==> src/hw/rtl/rbsr_pkg.sv <==
// Shared constants, codes and helpers for the ragged bilinear strip resampler.
// No dependencies; every other file in hw/rtl refers to this package by scope.
package rbsr_pkg;

  localparam int MAX_CHANNELS_DEF = 64;
  localparam int MAX_LEN_DEF      = 1024;

  localparam int IDX_W   = 12;   // pixel row / column
  localparam int STRIP_W = 13;   // strip width / height registers
  localparam int COEF_W  = 16;
  localparam int FRAC_W  = 16;   // Q0.16 weight
  localparam int CH_W    = 6;
  localparam int POS_W   = 10;
  localparam int NCH_W   = 7;
  localparam int CFG_IDX_W = 2;
  localparam int STRIP_MAX = 4096;

  // Request kinds
  localparam logic [1:0] REQ_LOAD  = 2'd0;
  localparam logic [1:0] REQ_LEN   = 2'd1;
  localparam logic [1:0] REQ_PIXEL = 2'd2;

  // Configuration register indexes
  localparam logic [CFG_IDX_W-1:0] CFG_NUM_CHANNELS = 2'd0;
  localparam logic [CFG_IDX_W-1:0] CFG_STRIP_WIDTH  = 2'd1;
  localparam logic [CFG_IDX_W-1:0] CFG_STRIP_HEIGHT = 2'd2;

  localparam logic [NCH_W-1:0]   NUM_CHANNELS_RST = 7'd1;
  localparam logic [STRIP_W-1:0] STRIP_SIZE_RST   = 13'd256;

  // Saturate a strip size into 1..4096.
  function automatic logic [STRIP_W-1:0] clamp_strip(input logic [STRIP_W-1:0] v);
    logic [STRIP_W-1:0] r;
    if (v == '0) begin
      r = STRIP_W'(1);
    end else if (32'(v) > STRIP_MAX) begin
      r = STRIP_W'(STRIP_MAX);
    end else begin
      r = v;
    end
    return r;
  endfunction

endpackage

==> src/hw/rtl/rbsr_div.sv <==
// Pipelined restoring divider: (prod << 16) / dvs, one quotient bit per stage,
// split into index, next index and Q0.16 weight. Depends on rbsr_pkg.
module rbsr_div #(
  parameter int SPAN_W = $clog2(rbsr_pkg::MAX_LEN_DEF),
  parameter int PW     = 1
) (
  input  logic                                clk,
  input  logic                                rst,
  input  logic                                adv,
  input  logic                                in_valid,
  input  logic [rbsr_pkg::IDX_W+SPAN_W-1:0]   prod,
  input  logic [rbsr_pkg::STRIP_W-1:0]        dvs,
  input  logic                                sat,
  input  logic [SPAN_W-1:0]                   span,
  input  logic [PW-1:0]                       pay,
  output logic                                out_valid,
  output logic [SPAN_W-1:0]                   lo,
  output logic [SPAN_W-1:0]                   hi,
  output logic [rbsr_pkg::FRAC_W-1:0]         frac,
  output logic [PW-1:0]                       out_pay
);
  localparam int FW = rbsr_pkg::FRAC_W;
  localparam int QW = SPAN_W + FW;
  localparam int DW = rbsr_pkg::STRIP_W;
  localparam int IW = rbsr_pkg::IDX_W;

  logic          st_v    [QW];
  logic [DW-1:0] st_rem  [QW];
  logic [QW-1:0] st_q    [QW];
  logic [QW-1:0] st_bits [QW];
  logic [DW-1:0] st_dvs  [QW];
  logic          st_sat  [QW];
  logic [SPAN_W-1:0] st_span [QW];
  logic [PW-1:0] st_pay  [QW];

  for (genvar k = 0; k < QW; k++) begin : g_stage
    logic          pv;
    logic [DW-1:0] prem;
    logic [QW-1:0] pq;
    logic [QW-1:0] pbits;
    logic [DW-1:0] pdvs;
    logic          psat;
    logic [SPAN_W-1:0] pspan;
    logic [PW-1:0] ppay;
    logic [DW:0]   t;
    logic          ge;

    if (k == 0) begin : g_first
      // Top bits of the numerator are already below the divisor when not saturated.
      assign pv    = in_valid;
      assign prem  = DW'(prod[IW+SPAN_W-1:SPAN_W]);
      assign pq    = '0;
      assign pbits = {prod[SPAN_W-1:0], {FW{1'b0}}};
      assign pdvs  = dvs;
      assign psat  = sat;
      assign pspan = span;
      assign ppay  = pay;
    end else begin : g_next
      assign pv    = st_v[k-1];
      assign prem  = st_rem[k-1];
      assign pq    = st_q[k-1];
      assign pbits = st_bits[k-1];
      assign pdvs  = st_dvs[k-1];
      assign psat  = st_sat[k-1];
      assign pspan = st_span[k-1];
      assign ppay  = st_pay[k-1];
    end

    assign t  = {prem, pbits[QW-1]};
    assign ge = (t >= {1'b0, pdvs});

    always_ff @(posedge clk) begin
      if (rst) begin
        st_v[k] <= 1'b0;
      end else if (adv) begin
        st_v[k] <= pv;
      end
      if (adv) begin
        st_rem[k]  <= ge ? DW'(t - {1'b0, pdvs}) : DW'(t);
        st_q[k]    <= {pq[QW-2:0], ge};
        st_bits[k] <= {pbits[QW-2:0], 1'b0};
        st_dvs[k]  <= pdvs;
        st_sat[k]  <= psat;
        st_span[k] <= pspan;
        st_pay[k]  <= ppay;
      end
    end
  end

  assign out_valid = st_v[QW-1];
  assign out_pay   = st_pay[QW-1];
  assign lo   = st_sat[QW-1] ? st_span[QW-1] : st_q[QW-1][QW-1:FW];
  assign hi   = st_sat[QW-1] ? st_span[QW-1] : SPAN_W'(st_q[QW-1][QW-1:FW] + 1'b1);
  assign frac = st_sat[QW-1] ? '0 : st_q[QW-1][FW-1:0];

endmodule

==> config.mk <==
export PLATFORM = sky130hd
export DESIGN_NAME = rbsr_div
export DESIGN_NICKNAME = d
export VERILOG_FILES = /design/src/hw/rtl/rbsr_pkg.sv /design/src/hw/rtl/rbsr_div.sv
export SDC_FILE = /design/constraint.sdc
export NUM_CORES = 2
export LEC_CHECK = 0
export ABC_AREA = 0
export BUFFER_PORTS_ARGS = -buffer_cell sky130_fd_sc_hd__buf_2
export CORE_MARGIN = 1
export CORE_UTILIZATION = 59
export CTS_CLUSTER_DIAMETER = 100
export DETAILED_ROUTE_END_ITERATION = 6
export PLACE_DENSITY = 0.84
export SYNTH_ARGS = -nofsm -noshare
export SYNTH_HDL_FRONTEND = slang
export SYNTH_SLANG_ARGS = --single-unit
==> constraint.sdc <==
create_clock -name clk -period 5.5 [get_ports clk]
set_input_delay 1.1 -clock clk [delete_from_list [all_inputs] [get_ports clk]]
set_output_delay 1.1 -clock clk [all_outputs]
set_load 0.02 [all_outputs]
# == Yosys cells after proc, flatten, opt, wreduce, memory -nomap -nowiden ==
# Memories as Yosys holds them, arrays and structs flattened.
# Cells that the tools add are included.
# op_classes
add_sub_neg,27
magnitude_cmp,26
n_mux,61
n_bitwise,26
# op_table
operator,n
14-bit by 13-bit greater-or-equal comparator with 1-bit output,25
13-bit 2-to-1 mux,26
13-bit subtractor,26
1-bit 2-to-1 mux,32
1-bit OR,26
10-bit 2-to-1 mux,2
16-bit 2-to-1 mux,1
13-bit greater-or-equal comparator,1
"10-bit by 1-bit adder with 10-bit output, second input constant",1
# word_totals
reg_bits,0
ram_bits,2340
in_bits,51
output_inout_bits,38
elab_cells,148
memories,8
# memory_table
name,words,word_bits,rd,rd_clocked_by_memory_dff,wr,line_no,rtl
st_q,26,26,26,0,26,rbsr_div.sv:29,logic [QW-1:0] st_q [QW];
st_bits,26,25,25,0,26,rbsr_div.sv:30,logic [QW-1:0] st_bits [QW];
st_dvs,26,13,25,0,26,rbsr_div.sv:31,logic [DW-1:0] st_dvs [QW];
st_rem,26,13,25,0,26,rbsr_div.sv:28,logic [DW-1:0] st_rem [QW];
st_span,26,10,26,0,26,rbsr_div.sv:33,logic [SPAN_W-1:0] st_span [QW];
st_pay,26,1,26,0,26,rbsr_div.sv:34,logic [PW-1:0] st_pay [QW];
+2 memories,-,-,-,-,-,-,

# == Logic depth before layout (Yosys ltp) ==
# depth
word_depth,4
mapped_depth,12
depth_no_buf,11

# == Worst setup path after synthesis ==
# OpenSTA, ideal clock, no wires.
# synth_path
kind,input -> register
start,in dvs[1] (netlist name)
end,mem st_rem[0][10] (netlist name) (data pin)
setup_time_ns,0.262
arrival_time_ns,2.825
required_ns,5.238
slack_ns,2.413
stages,10
n_path_buf,2
cell_sequence,inv_1 > ha_1 > nor2b_1 > o21ai_0 > a21boi_0 > o31ai_1 > a31o_2 > clkbuf_1 > buf_2 > o21ai_0
# synth_lines
element,line_no,rtl
from (decl),rbsr_div.sv:12,"input logic [rbsr_pkg::STRIP_W-1:0] dvs,"
to (decl),rbsr_div.sv:28,

==> flow_metrics.py <==
metrics = {
    "cells_and_area": {
        "layout_commonest_cell": "edfxtp_1",
        "design_area_um2": 68600,
        "synthToLayoutAreaGrowth_pct": 10.8,
        "antenna_cells": 0,
        "final_nets": 4924,
        "drive_gt1_frac": 0.111,
        "mostFrequentLayoutCells": "edfxtp_1, inv_1, ha_1",
    },
    "sta": {
        "rsz0062_at_grt": "no",
        "fin_ws_ns": 1.72,
        "slew_headroom": 0.255,
        "fmax_mhz": 264,
        "worst_slew_pin_slew_ns": 1.11,
        "finalCritPeriodShare": 0.688,
        "hold_violations": 0,
        "tns_ns": 0,
        "maxSlewViolCount": 0,
        "fin_crit_ns": 3.78,
        "setup_viol": 0,
        "skew_ns": 0.0488,
    },
    "clocking": {
        "insertion_delay_ns": 0.77,
        "clock-sinks": 1384,
        "ctsRootBufferMaster": "clkbuf_16",
        "cts_made_buffers": 138,
        "cts_tree": "yes",
        "clkSlewWorstSetupHoldPaths_ns": 0.06,
        "cts_hold_buffers": 0,
        "htreeDepth": 4,
        "cts_setup_buffers": 0,
        "cts_max_path_buffers": 3,
        "cts_resized": 0,
    },
    "global_routing": {
        "antenna_found_initial": 1,
        "grt_pass1_wl_um": 173000,
        "grt_usage": 0.203,
        "grt_max_degree": 204,
        "grt_pass1_vias": 34700,
        "grt_remaining_overflow": 0,
    },
    "floorplanning": {
        "core_area_um2": 104000,
        "ioPinCount": 89,
        "die_y_um": 326,
        "dieArea_um2": 106000,
        "start_util": 0.596,
        "rows": 118,
        "die_x_um": 326,
    },
    "synthesis": {
        "synth_top_flop_cell": "edfxtp_1",
        "synth-async-reset-ratio": 0,
        "synth_cells": 4323,
        "synthAdderAreaFrac": 0.0764,
        "ys_seq_elements": 1384,
        "synth_compound_area_frac": 0.0906,
        "yosysUniqueCellTypes": 82,
        "synth.yosys.seq_area_share": 0.672,
        "synth_edf_count": 1384,
        "synthXorXnorAreaFrac": 0.0317,
        "yosys-mux-area-fraction": 0.0324,
        "synth_top_family_by_area": "compound AO/OA/AOI/OAI gates",
        "syn_area_um2": 61900,
        "syn_area_per_cell_um2": 14.3,
        "syn_nets": 4737,
        "synth-simple-area-share": 0.0651,
        "ys_warn_count": 0,
    },
    "pwr": {
        "p_per_area_nw_per_um2": 539,
        "peakVddDrop_mv": 0.438,
        "p_leak_uw": 0.0270,
    },
    "worst_hold_path": {
        "holdPathEnd": "st_span[12][6]",
        "min_path_type": "reg2reg",
        "min_from": "st_span[11][6]",
        "hold_depth": 0,
    },
    "routing": {
        "drc_errors": 0,
        "drt-total-wl_um": 107000,
        "vias": 34100,
        "wl_per_cell_um": 17.8,
        "ant_nets": 0,
        "viasPerCell": 5.69,
        "drt_iter0_drc": 2741,
        "dr.pass1.iters": 6,
    },
    "run_status": {
        "outcome": "completed",
    },
    "worst_setup_path": {
        "worst-endpoint-required_ns": 4.40,
        "crit_type": "reg2out",
        "start_kind": "flip-flop",
        "timing.rr.end": "st_rem[9][0]",
        "r2r-start": "st_dvs[8][0]",
        "crit_fanout": 37,
        "cp.buffers_inverters": 2,
        "r2r_slack_ns": 1.86,
        "crit_arrival_ns": 2.68,
        "crit_family": "simple AND/OR/NAND/NOR gates",
        "cpPeakStageDelay_ns": 0.39,
        "slowest_stage": "edfxtp_1",
        "r2r_cells": 10,
        "path_cells": "buf_4 > nor2b_1 > and3_1 > and2_0 > and4_1 > nand2_1 > o21a_1 > buf_2",
        "worst_setup_path_end_kind": "output port",
    },
    "place": {
        "place_worst_setup_slack_ns": 1.98,
        "gp_congestion": 0.862,
        "placed_area_um2": 64000,
        "place_hpwl_um": 70600,
        "numPortBuffers": 88,
    },
    "flow_run": {
        "drv_cap": 0,
    },
}
-- how the worst max path moves through the flow --
stage	start	end	slack, ns	cells past startpoint
3_3_place_gp	dvs[1]	st_rem[0][8]	2.00	9
2_1_floorplan	dvs[1]	st_rem[0][10]	2.41	10
3_5_place_dp	dvs[1]	st_rem[0][10]	1.98	9
6_report	st_sat[25]	hi[8]	1.72	8
4_1_cts	st_sat[25]	hi[8]	1.64	8
5_1_grt	st_sat[25]	hi[8]	1.56	8
-- worst register-to-register path, delay by kind of cell (launching register included) --
family	cells	cell delay [ns]
adder cells (fa/ha/maj)	2	0.51
buffers and inverters	2	0.34
flip-flops	1	0.55
AO/OA/AOI/OAI	6	1.89
-- flip-flops by register name, indices dropped and copies added, names as in the netlist --
register,flops
st_v,26
st_span,260
st_dvs,325
st_q,351
st_rem,325
st_pay,26
st_bits,45
st_sat,26
-- cells by family (layout without fill, tap and decap cells) --
family,count (synthesis),count (layout)
flops,1384,1384
compound gates,862,862
simple gates,814,814
buf+inv,503,798
fa+ha+maj,363,363
xor+xnor,224,224
mux,173,173
-- per-stage QoR --
stage / power (uW) / hold slack [ns] / utilization / cells
CTS: 37000 / 0.381 / 0.660 / 5998
global route: 39000 / 0.393 / 0.660 / 5998
detailed placement: 27400 / 0.405 / 0.616 / 5750
global placement: 26800 / 0.400 / 0.616 / 5750
floorplan: 24700 / 0.400 / - / 4323
finish: 36900 / 0.385 / 0.660 / 5998
-- report_power, final --
part	total, uW	internal (uW)	switching [uW]
Sequential	15400	14400	1050
Clock	9350	5310	4040
Combinational	12100	5470	6670
-- layer usage --
layer / share of wire / global-route usage / vias to the layer above
met2: 0.52 / 0.362 / 986
met5: 0 / 0 / -
met4: 0.035 / 0.0840 / 0
met3: 0.052 / 0.0321 / 274
met1: 0.40 / 0.246 / 16500
li1: - / - / 16300
-- layout make-up --
type	instances	area, um^2
Clock buffer	157	3520
Clock inverter	91	1070
Fill cell	6886	35200
Inverter	439	1650
Multi-Input combinational cell	2436	18300
Sequential cell	1384	41600
Tap cell	1380	1730
Timing Repair Buffer	111	691
-- cell usage after synthesis, types with 8 or more instances --
library cell  instances  area [um^2]
edfxtp_1           1384        41600
inv_1               439         1650
ha_1                338         4230
nand2_1             244          916
o21ai_0             241         1210
a21oi_1             190          951
nor2_1              181          679
xnor2_1             129         1130
mux2_2              125         1410
a21o_1              119          893
xor2_1               95          832
nand2b_1             71          444
nor2b_1              67          419
nor3_1               60          300
o31ai_1              53          398
o21a_1               48          360
nand3_1              47          235
clkbuf_1             41          154
and2_1               34          213
a31oi_1              29          181
nand4_1              29          181
fa_1                 25          500
mux2i_1              25          250
mux2_4               23          345
and3_1               19          119
o21bai_1             19          143
a21boi_0             18          135
or2_2                14         87.6
a211oi_1             13         97.6
buf_2                13         65.1
o21ai_1              13         65.1
a211o_1              10         87.6
o311ai_0              9         78.8
and4_1                8         70.1
No activity file was read; power rests on OpenSTA's default activity.
